==> config.mk <==
export PLATFORM = sky130hd
export DESIGN_NAME = sensor_frame_receiver_decoder_unit
export DESIGN_NICKNAME = d
export VERILOG_FILES = /design/src/hdl/sfrd_pkg.sv /design/src/hdl/sfrd_front.sv /design/src/hdl/sfrd_queue.sv /design/src/hdl/sfrd_back.sv /design/src/hdl/sensor_frame_receiver_decoder_unit.sv
export VERILOG_INCLUDE_DIRS = /design/src /design/src/hdl
export SDC_FILE = /design/constraint.sdc
export NUM_CORES = 1
export LEC_CHECK = 0
export BUFFER_PORTS_ARGS = -buffer_cell sky130_fd_sc_hd__clkbuf_2
export CAP_MARGIN = 0
export CORE_MARGIN = 5
export CORE_UTILIZATION = 50
export CTS_BUF_LIST = sky130_fd_sc_hd__clkbuf_4 sky130_fd_sc_hd__clkbuf_8 sky130_fd_sc_hd__clkbuf_16
export DETAILED_ROUTE_END_ITERATION = 12
export PLACE_DENSITY_LB_ADDON = 0.08
export SYNTH_ARGS = -nofsm -noshare
export SYNTH_HDL_FRONTEND = slang
export SYNTH_SLANG_ARGS = --single-unit
==> constraint.sdc <==
create_clock -name clk -period 9.3 [get_ports clk]
set_clock_uncertainty 0.2 [all_clocks]
set_input_delay 0.93 -clock clk [delete_from_list [all_inputs] [get_ports clk]]
set_output_delay 0.93 -clock clk [all_outputs]
set_load 0.005 [all_outputs]
==> src/hdl/sensor_frame_receiver_decoder_unit_macros.svh <==
// ----------------------------------------------------------------------------
// sensor frame receiver: assertion macros
// ----------------------------------------------------------------------------
`ifndef SENSOR_FRAME_RECEIVER_DECODER_UNIT_MACROS_SVH
`define SENSOR_FRAME_RECEIVER_DECODER_UNIT_MACROS_SVH

`ifndef SYNTH
// same-cycle implication
`define SFRD_ASSERT_IMP(label, clk, rst_n, ante, cons) \
	label: assert property (@(posedge clk) disable iff (!rst_n) (ante) |-> (cons)) \
		else $error("sfrd assertion failed");
// next-cycle implication
`define SFRD_ASSERT_NXT(label, clk, rst_n, ante, cons) \
	label: assert property (@(posedge clk) disable iff (!rst_n) (ante) |=> (cons)) \
		else $error("sfrd assertion failed");
`else
`define SFRD_ASSERT_IMP(label, clk, rst_n, ante, cons)
`define SFRD_ASSERT_NXT(label, clk, rst_n, ante, cons)
`endif

`endif

==> src/hdl/sfrd_pkg.sv <==
// ----------------------------------------------------------------------------
// sfrd_pkg
// shared types and constants of the sensor frame receiver
// ----------------------------------------------------------------------------
package sfrd_pkg;

	localparam int MAX_FRAME_LEN_DEF = 64;
	localparam int MIN_FRAME_LEN     = 5;
	localparam int STORE_DEPTH       = 16;
	localparam int QUEUE_DEPTH       = 2;

	localparam logic [7:0] SYNC_FIRST_RST  = 8'h7E;
	localparam logic [7:0] SYNC_SECOND_RST = 8'h23;

	localparam logic [7:0] FN_VERSION = 8'h01;
	localparam logic [7:0] FN_MOTION  = 8'h04;
	localparam logic [7:0] FN_EULER   = 8'h26;
	localparam logic [7:0] FN_BARO    = 8'h32;

	localparam logic [7:0] PLEN_MOTION  = 8'd12;
	localparam logic [7:0] PLEN_EULER   = 8'd12;
	localparam logic [7:0] PLEN_BARO    = 8'd16;
	localparam logic [7:0] PLEN_VERSION = 8'd3;

	typedef enum logic [1:0] {
		KIND_MOTION  = 2'd0,
		KIND_EULER   = 2'd1,
		KIND_BARO    = 2'd2,
		KIND_VERSION = 2'd3
	} kind_t;

	typedef logic [STORE_DEPTH-1:0][7:0] payload_t;

	// one checked frame on its way to the formatter
	typedef struct packed {
		kind_t    kind;
		payload_t bytes;
	} frame_rec_t;

	typedef struct packed {
		logic       valid;
		frame_rec_t rec;
	} frame_push_t;

endpackage

==> src/hdl/sfrd_front.sv <==
// ----------------------------------------------------------------------------
// sfrd_front
// byte parser: sync hunt, length check, payload capture, checksum and
// frame classification
// ----------------------------------------------------------------------------
module sfrd_front #(
	parameter int MAX_FRAME_LEN = sfrd_pkg::MAX_FRAME_LEN_DEF
) (
	input  logic                 clk,
	input  logic                 arst_n,
	input  logic                 in_acc,
	input  logic [7:0]           rx_byte,
	input  logic [7:0]           sync_first,
	input  logic [7:0]           sync_second,
	output sfrd_pkg::frame_push_t push_o
);
	import sfrd_pkg::*;

	localparam int IDX_BITS = $clog2(MAX_FRAME_LEN + 1);
	localparam int IDX_W    = (IDX_BITS > 5) ? IDX_BITS : 5;
	localparam int SW       = $clog2(STORE_DEPTH);

	typedef enum logic [2:0] {
		PH_SYNC1 = 3'd0,
		PH_SYNC2 = 3'd1,
		PH_LEN   = 3'd2,
		PH_FUNC  = 3'd3,
		PH_DATA  = 3'd4
	} phase_t;

	phase_t           phase_q;
	logic [7:0]       length_q;
	logic [7:0]       func_q;
	logic [IDX_W-1:0] idx_q;
	logic [7:0]       sum_q;
	payload_t         store_q;

	logic [7:0] plen;
	logic       last_byte;
	logic       known;
	kind_t      kind;

	assign plen      = length_q - 8'(MIN_FRAME_LEN);
	assign last_byte = (8'(idx_q) >= plen);

	always_comb begin
		known = 1'b0;
		kind  = KIND_MOTION;
		case (func_q)
			FN_MOTION: begin
				known = (plen >= PLEN_MOTION);
				kind  = KIND_MOTION;
			end
			FN_EULER: begin
				known = (plen >= PLEN_EULER);
				kind  = KIND_EULER;
			end
			FN_BARO: begin
				known = (plen >= PLEN_BARO);
				kind  = KIND_BARO;
			end
			FN_VERSION: begin
				known = (plen >= PLEN_VERSION);
				kind  = KIND_VERSION;
			end
			default: begin
				known = 1'b0;
			end
		endcase
	end

	assign push_o.valid     = in_acc && (phase_q == PH_DATA) && last_byte
	                          && (rx_byte == sum_q) && known;
	assign push_o.rec.kind  = kind;
	assign push_o.rec.bytes = store_q;

	always_ff @(posedge clk or negedge arst_n) begin
		if (!arst_n) begin
			phase_q  <= PH_SYNC1;
			length_q <= '0;
			func_q   <= '0;
			idx_q    <= '0;
			sum_q    <= '0;
		end else if (in_acc) begin
			case (phase_q)
				PH_SYNC1: begin
					if (rx_byte == sync_first) phase_q <= PH_SYNC2;
				end
				PH_SYNC2: begin
					if (rx_byte == sync_second) phase_q <= PH_LEN;
					else if (rx_byte == sync_first) phase_q <= PH_SYNC2;
					else phase_q <= PH_SYNC1;
				end
				PH_LEN: begin
					length_q <= rx_byte;
					if (rx_byte < 8'(MIN_FRAME_LEN) || rx_byte > 8'(MAX_FRAME_LEN))
						phase_q <= PH_SYNC1;
					else
						phase_q <= PH_FUNC;
				end
				PH_FUNC: begin
					func_q  <= rx_byte;
					idx_q   <= '0;
					sum_q   <= sync_first + sync_second + length_q + rx_byte;
					phase_q <= PH_DATA;
				end
				PH_DATA: begin
					if (last_byte) begin
						phase_q <= PH_SYNC1;
					end else begin
						sum_q <= sum_q + rx_byte;
						idx_q <= idx_q + 1'b1;
					end
				end
				default: begin
					phase_q <= PH_SYNC1;
				end
			endcase
		end
	end

	// payload capture, first bytes of the frame only
	always_ff @(posedge clk) begin
		if (in_acc && phase_q == PH_DATA && !last_byte
		    && idx_q < IDX_W'(STORE_DEPTH))
			store_q[idx_q[SW-1:0]] <= rx_byte;
	end

endmodule

==> src/hdl/sfrd_queue.sv <==
// ----------------------------------------------------------------------------
// sfrd_queue
// short queue of checked frames between parser and formatter
// ----------------------------------------------------------------------------
module sfrd_queue (
	input  logic                  clk,
	input  logic                  arst_n,
	input  sfrd_pkg::frame_push_t push_i,
	input  logic                  pop_i,
	output sfrd_pkg::frame_rec_t  head_o,
	output logic                  full_o,
	output logic                  empty_o
);
	import sfrd_pkg::*;

	localparam int PW = (QUEUE_DEPTH > 1) ? $clog2(QUEUE_DEPTH) : 1;
	localparam int CW = $clog2(QUEUE_DEPTH + 1);

	frame_rec_t    mem_q [QUEUE_DEPTH];
	logic [PW-1:0] wr_ptr_q;
	logic [PW-1:0] rd_ptr_q;
	logic [CW-1:0] count_q;

	logic do_push;
	logic do_pop;

	assign full_o  = (count_q == CW'(QUEUE_DEPTH));
	assign empty_o = (count_q == '0);
	assign head_o  = mem_q[rd_ptr_q];
	assign do_push = push_i.valid && !full_o;
	assign do_pop  = pop_i && !empty_o;

	always_ff @(posedge clk or negedge arst_n) begin
		if (!arst_n) begin
			wr_ptr_q <= '0;
			rd_ptr_q <= '0;
			count_q  <= '0;
		end else begin
			if (do_push)
				wr_ptr_q <= (wr_ptr_q == PW'(QUEUE_DEPTH - 1)) ? '0 : wr_ptr_q + 1'b1;
			if (do_pop)
				rd_ptr_q <= (rd_ptr_q == PW'(QUEUE_DEPTH - 1)) ? '0 : rd_ptr_q + 1'b1;
			if (do_push && !do_pop) count_q <= count_q + 1'b1;
			else if (do_pop && !do_push) count_q <= count_q - 1'b1;
		end
	end

	always_ff @(posedge clk) begin
		if (do_push) mem_q[wr_ptr_q] <= push_i.rec;
	end

endmodule

==> src/hdl/sfrd_back.sv <==
// ----------------------------------------------------------------------------
// sfrd_back
// record formatter: builds the result words and holds them for the reader
// ----------------------------------------------------------------------------
module sfrd_back (
	input  logic                 clk,
	input  logic                 arst_n,
	input  sfrd_pkg::frame_rec_t head_i,
	input  logic                 q_empty,
	output logic                 q_pop,
	input  logic                 pop,
	output logic                 empty,
	output logic [1:0]           record_kind,
	output logic [31:0]          word0,
	output logic [31:0]          word1,
	output logic [31:0]          word2,
	output logic [31:0]          word3,
	output logic [31:0]          word4,
	output logic [31:0]          word5
);
	import sfrd_pkg::*;

	logic              valid_q;
	kind_t             kind_q;
	logic [5:0][31:0]  words_q;
	logic [5:0][31:0]  words_d;

	always_comb begin
		words_d = '0;
		case (head_i.kind)
			KIND_MOTION: begin
				for (int k = 0; k < 6; k++)
					words_d[k] = {{16{head_i.bytes[2*k+1][7]}},
					              head_i.bytes[2*k+1], head_i.bytes[2*k]};
			end
			KIND_EULER, KIND_BARO: begin
				for (int k = 0; k < 4; k++)
					words_d[k] = {head_i.bytes[4*k+3], head_i.bytes[4*k+2],
					              head_i.bytes[4*k+1], head_i.bytes[4*k]};
				// euler carries three words only
				if (head_i.kind == KIND_EULER) words_d[3] = '0;
			end
			KIND_VERSION: begin
				for (int k = 0; k < 3; k++)
					words_d[k] = {24'd0, head_i.bytes[k]};
			end
			default: begin
				words_d = '0;
			end
		endcase
	end

	assign q_pop = !q_empty && (!valid_q || pop);

	always_ff @(posedge clk or negedge arst_n) begin
		if (!arst_n) begin
			valid_q <= 1'b0;
		end else if (q_pop) begin
			valid_q <= 1'b1;
		end else if (pop) begin
			valid_q <= 1'b0;
		end
	end

	always_ff @(posedge clk) begin
		if (q_pop) begin
			kind_q  <= head_i.kind;
			words_q <= words_d;
		end
	end

	assign empty       = !valid_q;
	assign record_kind = kind_q;
	assign word0       = words_q[0];
	assign word1       = words_q[1];
	assign word2       = words_q[2];
	assign word3       = words_q[3];
	assign word4       = words_q[4];
	assign word5       = words_q[5];

endmodule

==> src/hdl/sensor_frame_receiver_decoder_unit.sv <==
// ----------------------------------------------------------------------------
// sensor_frame_receiver_decoder_unit
// sync-byte serial frame receiver with additive checksum and record decode
// ----------------------------------------------------------------------------
// usage:
//   input queue: drive rx_byte and push; a beat is taken when full is low.
//   one byte is taken every cycle while full is low; full rises only while
//   two decoded frames wait behind an unread result.
//   result queue: while empty is low, record_kind and word0..word5 hold the
//   oldest record; pop takes it.
//   the edge that takes the beat carrying a good checksum writes its record
//   into the parser-to-formatter queue; the output register then loads it
//   from the queue head once that register is empty or being popped.
//   bytes of bad, unknown or short frames produce nothing.
//   the APB port writes sync_first at address 0 and sync_second at address 4;
//   write it only while no frame is in progress.
//   reset returns the parser to the sync hunt, empties both queues and
//   restores the sync bytes to 0x7E and 0x23.
//   a stalled reader keeps its record; the parser goes on until the queue
//   fills, then full holds the sender off.
// ----------------------------------------------------------------------------
`include "sensor_frame_receiver_decoder_unit_macros.svh"

module sensor_frame_receiver_decoder_unit #(
	parameter int MAX_FRAME_LEN = sfrd_pkg::MAX_FRAME_LEN_DEF
) (
	input  logic        clk,
	input  logic        arst_n,
	input  logic        push,
	output logic        full,
	input  logic [7:0]  rx_byte,
	output logic        empty,
	input  logic        pop,
	output logic [1:0]  record_kind,
	output logic [31:0] word0,
	output logic [31:0] word1,
	output logic [31:0] word2,
	output logic [31:0] word3,
	output logic [31:0] word4,
	output logic [31:0] word5,
	input  logic        psel,
	input  logic        penable,
	input  logic        pwrite,
	input  logic [2:0]  paddr,
	input  logic [31:0] pwdata,
	output logic [31:0] prdata,
	output logic        pready
);
	import sfrd_pkg::*;

	logic [7:0]  sync_first_q;
	logic [7:0]  sync_second_q;
	logic        cfg_wr;
	logic        in_acc;
	frame_push_t push_w;
	frame_rec_t  head_w;
	logic        q_full;
	logic        q_empty;
	logic        q_pop;

	assign pready = 1'b1;
	assign cfg_wr = psel && penable && pwrite;
	assign prdata = {24'd0, paddr[2] ? sync_second_q : sync_first_q};

	always_ff @(posedge clk or negedge arst_n) begin
		if (!arst_n) begin
			sync_first_q  <= SYNC_FIRST_RST;
			sync_second_q <= SYNC_SECOND_RST;
		end else if (cfg_wr) begin
			if (paddr[2]) sync_second_q <= pwdata[7:0];
			else sync_first_q <= pwdata[7:0];
		end
	end

	assign full   = q_full;
	assign in_acc = push && !full;

	sfrd_front #(
		.MAX_FRAME_LEN(MAX_FRAME_LEN)
	) u_front (
		.clk        (clk),
		.arst_n     (arst_n),
		.in_acc     (in_acc),
		.rx_byte    (rx_byte),
		.sync_first (sync_first_q),
		.sync_second(sync_second_q),
		.push_o     (push_w)
	);

	sfrd_queue u_queue (
		.clk    (clk),
		.arst_n (arst_n),
		.push_i (push_w),
		.pop_i  (q_pop),
		.head_o (head_w),
		.full_o (q_full),
		.empty_o(q_empty)
	);

	sfrd_back u_back (
		.clk        (clk),
		.arst_n     (arst_n),
		.head_i     (head_w),
		.q_empty    (q_empty),
		.q_pop      (q_pop),
		.pop        (pop),
		.empty      (empty),
		.record_kind(record_kind),
		.word0      (word0),
		.word1      (word1),
		.word2      (word2),
		.word3      (word3),
		.word4      (word4),
		.word5      (word5)
	);

	// a frame record is never offered to a full queue
	`SFRD_ASSERT_IMP(a_no_overflow, clk, arst_n, push_w.valid, !q_full)
	// the formatter only takes from a non-empty queue
	`SFRD_ASSERT_IMP(a_pop_nonempty, clk, arst_n, q_pop, !q_empty)
	// a waiting record reaches the output register in the next cycle
	`SFRD_ASSERT_NXT(a_fill_output, clk, arst_n, empty && !q_empty, !empty)

endmodule
[After elaboration in Yosys (flattened, before gate mapping)]
Memories as Yosys holds them, arrays and structs flattened.
Index checks and enable logic that the tools add are counted.
Word-level totals
  ROM bits: 0
  memory bits (writable): 260
  output and inout port bits: 229
  logic and storage cells: 137
  register bits after elaboration: 345
  memories: 1
  bits in latches: 0
Operators by class
  $lt $le $gt $ge: 9
  reductions and logical operators: 37
  div/mod/pow operators: 0
  bitwise operators: 1
  multiply operators: 0
  shift-type cells: 0
  multiplexer cells: 27
  equality and inequality tests: 18
  add/subtract/negate cells: 10
Memories
  u_queue.mem_q: depth 2, bits a word 130, rd ports 1, clocked after Yosys merged registers in 0, wr ports 1, RTL line sfrd_queue.sv:19  | frame_rec_t mem_q [QUEUE_DEPTH];
Operators with widths (count)
  $pmux 96 s3: 1
  $bwmux 128: 1
  $pmux 32 s2: 1
  $add 8x8->8: 4
  $demux 8 s4: 1
  $mux 32: 1
  $eq 8x8->1: 3
  $mux 8: 3
  $eq 8x6->1 const B: 2
  $pmux 8 s2: 1
  $logic_and 1x1->1: 15
  $pmux 3 s5: 1
  $pmux 7 s2: 1
  $mux 3: 3
  $eq 8x1->1 const B: 1
  $eq 8x3->1 const B: 1
  $ge 7x8->1: 1
  $ge 8x2->1 const B: 1
  $ge 8x4->1 const B: 1
  $ge 8x5->1 const B: 1
  $gt 8x7->1 const B: 1
  $lt 8x3->1 const B: 1
  $reduce_and 2->1: 4
  $sub 8x3->8 const B: 1
  27 further kinds: 51

[Longest topological paths before layout]
  depth in word-level cells: 12
  gate-level depth with buffers: 16
  gate-level depth less buffers: 16

[By module]
Synthesis repeated with hierarchy kept, for this count alone.
Second synthesis, totals
  cell total of the unflattened synthesis: 1488
  area total of the unflattened synthesis: 25106.6 um^2
Modules (own cells, without submodules)
  sfrd_queue: cells each 424, area an instance 9953.3 um^2, instances 1
  sfrd_front: cells each 509, area an instance 7272.0 um^2, instances 1
  sfrd_back: cells each 484, area an instance 6941.7 um^2, instances 1
  sensor_frame_receiver_decoder_unit: cells each 71, area an instance 939.7 um^2, instances 1

[Worst setup path before layout]
Ideal clock, no wire load.
  path type: input to register
  from: input port rx_byte[3]
  to: memory u_queue.mem_q[0][0] (netlist name) (enable)
  path buffers: 0
  arrival time: 7.869 ns
  stages on the path: 6
  data required time: 8.479 ns
  setup time: 0.621 ns
  setup slack: 0.610 ns
  path through: ha_1 or4_1 nor4_1 o21ai_0 a311o_1 nor2_1
Between the ends
  word-level cells in the longest chain between the ends: 6
RTL lines
  start, declared: RTL line sensor_frame_receiver_decoder_unit.sv:31  | input logic [7:0] rx_byte,
  $eq 8x8->1: RTL line sfrd_front.sv:73  | && (rx_byte == sum_q) && known;
  $logic_and 1x1->1 (2 in a row): RTL line sfrd_front.sv:73
  $logic_and 1x1->1: RTL line sfrd_queue.sv:30  | assign do_push = push_i.valid && !full_o;
  $mux 1: RTL line sfrd_queue.sv:49  | if (do_push) mem_q[wr_ptr_q] <= push_i.rec;
  $mux 1 (not written as such): RTL line sfrd_queue.sv:49
  end, declared: RTL line sfrd_queue.sv:19
No other way between the ends.

==> out/qor.yml <==
reg2regPathDepth: 8
crit_fanout: 64
fin_crit_sh_pct: 49.9
min_period_ns: 4.64
place_hpwl_um: 29300
cellPowerDensity_mw_per_mm2: 309
setup_viol: 0
ys_async_sr_fraction_pct: 9.09
ant_nets: 0
gp_congestion: 0.770
routed_via_density: 5.33
die_y_um: 229
syn_area_mm2: 0.0240
synth_compound_area_share_pct: 4.70
seqCellArea_mm2: 0.0179
track_usage_pct: 18.3
worst_pin_slew_ns: 1.24
cts_tree: "done"
synth_top_family_by_area: "multiplexers"
antenna_found_initial: 0
synth_fa_ha_area_share_pct: 3.18
ys_warn_count: 0
start_util_pct: 50.4
worstSetupPathType: "reg2reg"
synth_xor_area_share_pct: 1.28
tns_ns: 0
multi_input_area_mm2: 0.00541
drc: 0
ios: 279
worst_hold_slack_ns: 0.232
outcome: "complete, no violations"
cap_violations: 0
cts_hold_buf: 0
die_area_mm2: 0.0524
vdd_drop_max_mv: 0.194
ys_types: 61
antennaDiodeCount: 0
rows: 80
maxSlewViolCount: 0
clk_latency_ns: 0.61
grt_max_degree: 131
cts_resized: 0
required_ns: 9.51
clock_path_buffers: 3
clkTransAtPathRegs_ns: 0.06
routed_wl_um: 48800
drive_gt1_share_pct: 27.1
grt_pass1_wl_um: 74900
htreeDepth: 2
grt-ovfl-total: 0
cts_buffers: 60
synthToLayoutAreaGrowth_pct: 14.6
p_leak_nw: 10.2
grt_pass1_vias: 12600
first_iter_violations: 783
avgRoutedWirePerCell_um: 20.8
startpoint_type: "flop"
muxShareOfSynthArea_pct: 7.45
vias: 12500
placed_cell_area_mm2: 0.0255
design_area_mm2: 0.0275
hold_path.class: "reg2reg"
synth.avg_cell_area_um2: 16.3
end_kind: "flop"
hold_viol: 0
slew_headroom_pct: 16.7
ys_ff_latch: 605
synth_edf_count: 550
cts-root-buf: "clkbuf_16"
synthesis.instances: 1474
ys_seq_area_share_pct: 74.7
clock.fmax_mhz: 215
post_cts_buffers: 0
crit_arrival_ns: 4.85
fp.dieW_um: 229
grt_setup_unrepaired: "false"
nFillCells: 3697
synth_flop_cell: "edfxtp_1"
coreArea_mm2: 0.0475
cts_sinks: 605
min_path_cells: 0
synthSimpleGateAreaFrac_pct: 5.40
portBuffers: 227
final_nets: 1784
first_pass_iters: 5
flip-flops by register name, indices dropped and copies added (netlist names), 8 cells and up:
register / cells
u_queue.mem_q: 260
u_front.push_o: 128
u_back.word0: 32
u_back.word1: 32
u_back.word2: 32
u_back.word3: 32
u_back.word4: 16
u_back.word5: 16
sync_first_q: 8
sync_second_q: 8
u_front.func_q: 8
u_front.length_q: 8
u_front.sum_q: 8
kinds of logic (layout without fill, tap and decap cells):
kind of cell	Yosys count	count (layout)
DFF	605	605
AOI/OAI and AO/OA	187	187
other	2	25
muxes	166	166
buffers and inverters	148	383
xor gates and xnor gates	35	35
and+or+nand+nor	279	279
adders and majority gates	52	52
per-stage QoR:
stage               worst slack [ns]  power, mW  util, %  instances
global route                    4.27       9.00     57.8       2347
detailed placement              4.26       6.19     53.6       2235
finish                          4.66       8.50     57.8       2347
CTS                             4.51       8.62     57.8       2347
global placement                4.25       6.15     53.6       2235
floorplan                      0.610       5.37        -       1497
metal layers:
layer / part of all wire [%] / up-vias / GRT usage (%)
met4: 1.9 / 0 / 4.79
met2: 51 / 296 / 31.3
met1: 42 / 6313 / 24.2
met3: 5.0 / 62 / 3.63
li1: - / 5840 / -
met5: 0 / - / 0
worst max-delay path, cell delays in order (launching register included):
cell and delay [ns]:
dfrtp_4 0.62, buf_4 0.75, mux2i_1 0.27, ha_1 0.24, buf_4 0.26, inv_2 0.08, buf_4 0.62, nand2_2 0.85
o21ai_0 0.46
power breakdown:
group / internal (mW) / switching, mW / total, mW
Combinational: 0.938 / 1.29 / 2.23
Sequential: 3.56 / 0.278 / 3.84
Clock: 1.44 / 0.994 / 2.43
Total: 5.94 / 2.56 / 8.50
area by class of cell:
cell class	count	area share, %
clock inverters	34	1.21
repair buffers	241	4.61
flip-flops and latches	605	65.2
clock buffers	78	6.11
multi-input cells	744	19.7
inverters	30	0.428
well taps	615	2.80
worst paths after layout:
check	from	to	slack, ns
worst min register to register	u_front.push_o[97]	u_queue.mem_q[1][97]	0.23
max in group asynchronous	arst_n	u_queue.rd_ptr_q	8.09
worst max register to register	u_queue.rd_ptr_q	u_back.word2[21]	4.66
worst min-delay path	u_front.push_o[97]	u_queue.mem_q[1][97]	0.23
worst max-delay path	u_queue.rd_ptr_q	u_back.word2[21]	4.66
min in group asynchronous	arst_n	sync_second_q[6]	0.25
cells in the final DEF, fill, tap and decap left out, types with 37 or more instances in the layout:
cell type,n
a21oi_1,39
clkbuf_16,61
clkbuf_2,227
dfrtp_1,45
edfxtp_1,550
ha_1,37
mux2_2,100
mux2i_1,66
nand2_1,86
nor2_1,86
o21ai_0,84
cell usage after synthesis (all sizes together) (3+ instances only):
cell type / number / area, um2
a211oi: 7 / 52.6
a21o: 3 / 22.5
a21oi: 40 / 204
a221oi: 12 / 123
a31oi: 6 / 37.5
and2: 10 / 62.6
buf: 77 / 517
clkbuf: 41 / 154
dfrtp: 46 / 1150
dfstp: 9 / 236
edfxtp: 550 / 16500
fa: 15 / 300
ha: 37 / 463
inv: 29 / 109
mux2: 100 / 1130
mux2i: 66 / 661
nand2: 87 / 327
nand2b: 10 / 62.6
nand3: 12 / 60.1
nand4: 4 / 25.0
nor2: 89 / 337
nor2b: 30 / 188
nor3: 14 / 70.1
nor4: 11 / 68.8
o21ai: 88 / 452
o22ai: 13 / 81.3
o31ai: 3 / 27.5
or3: 3 / 23.8
xnor2: 17 / 149
xor2: 18 / 158
Power figures use the tool's default switching activity.
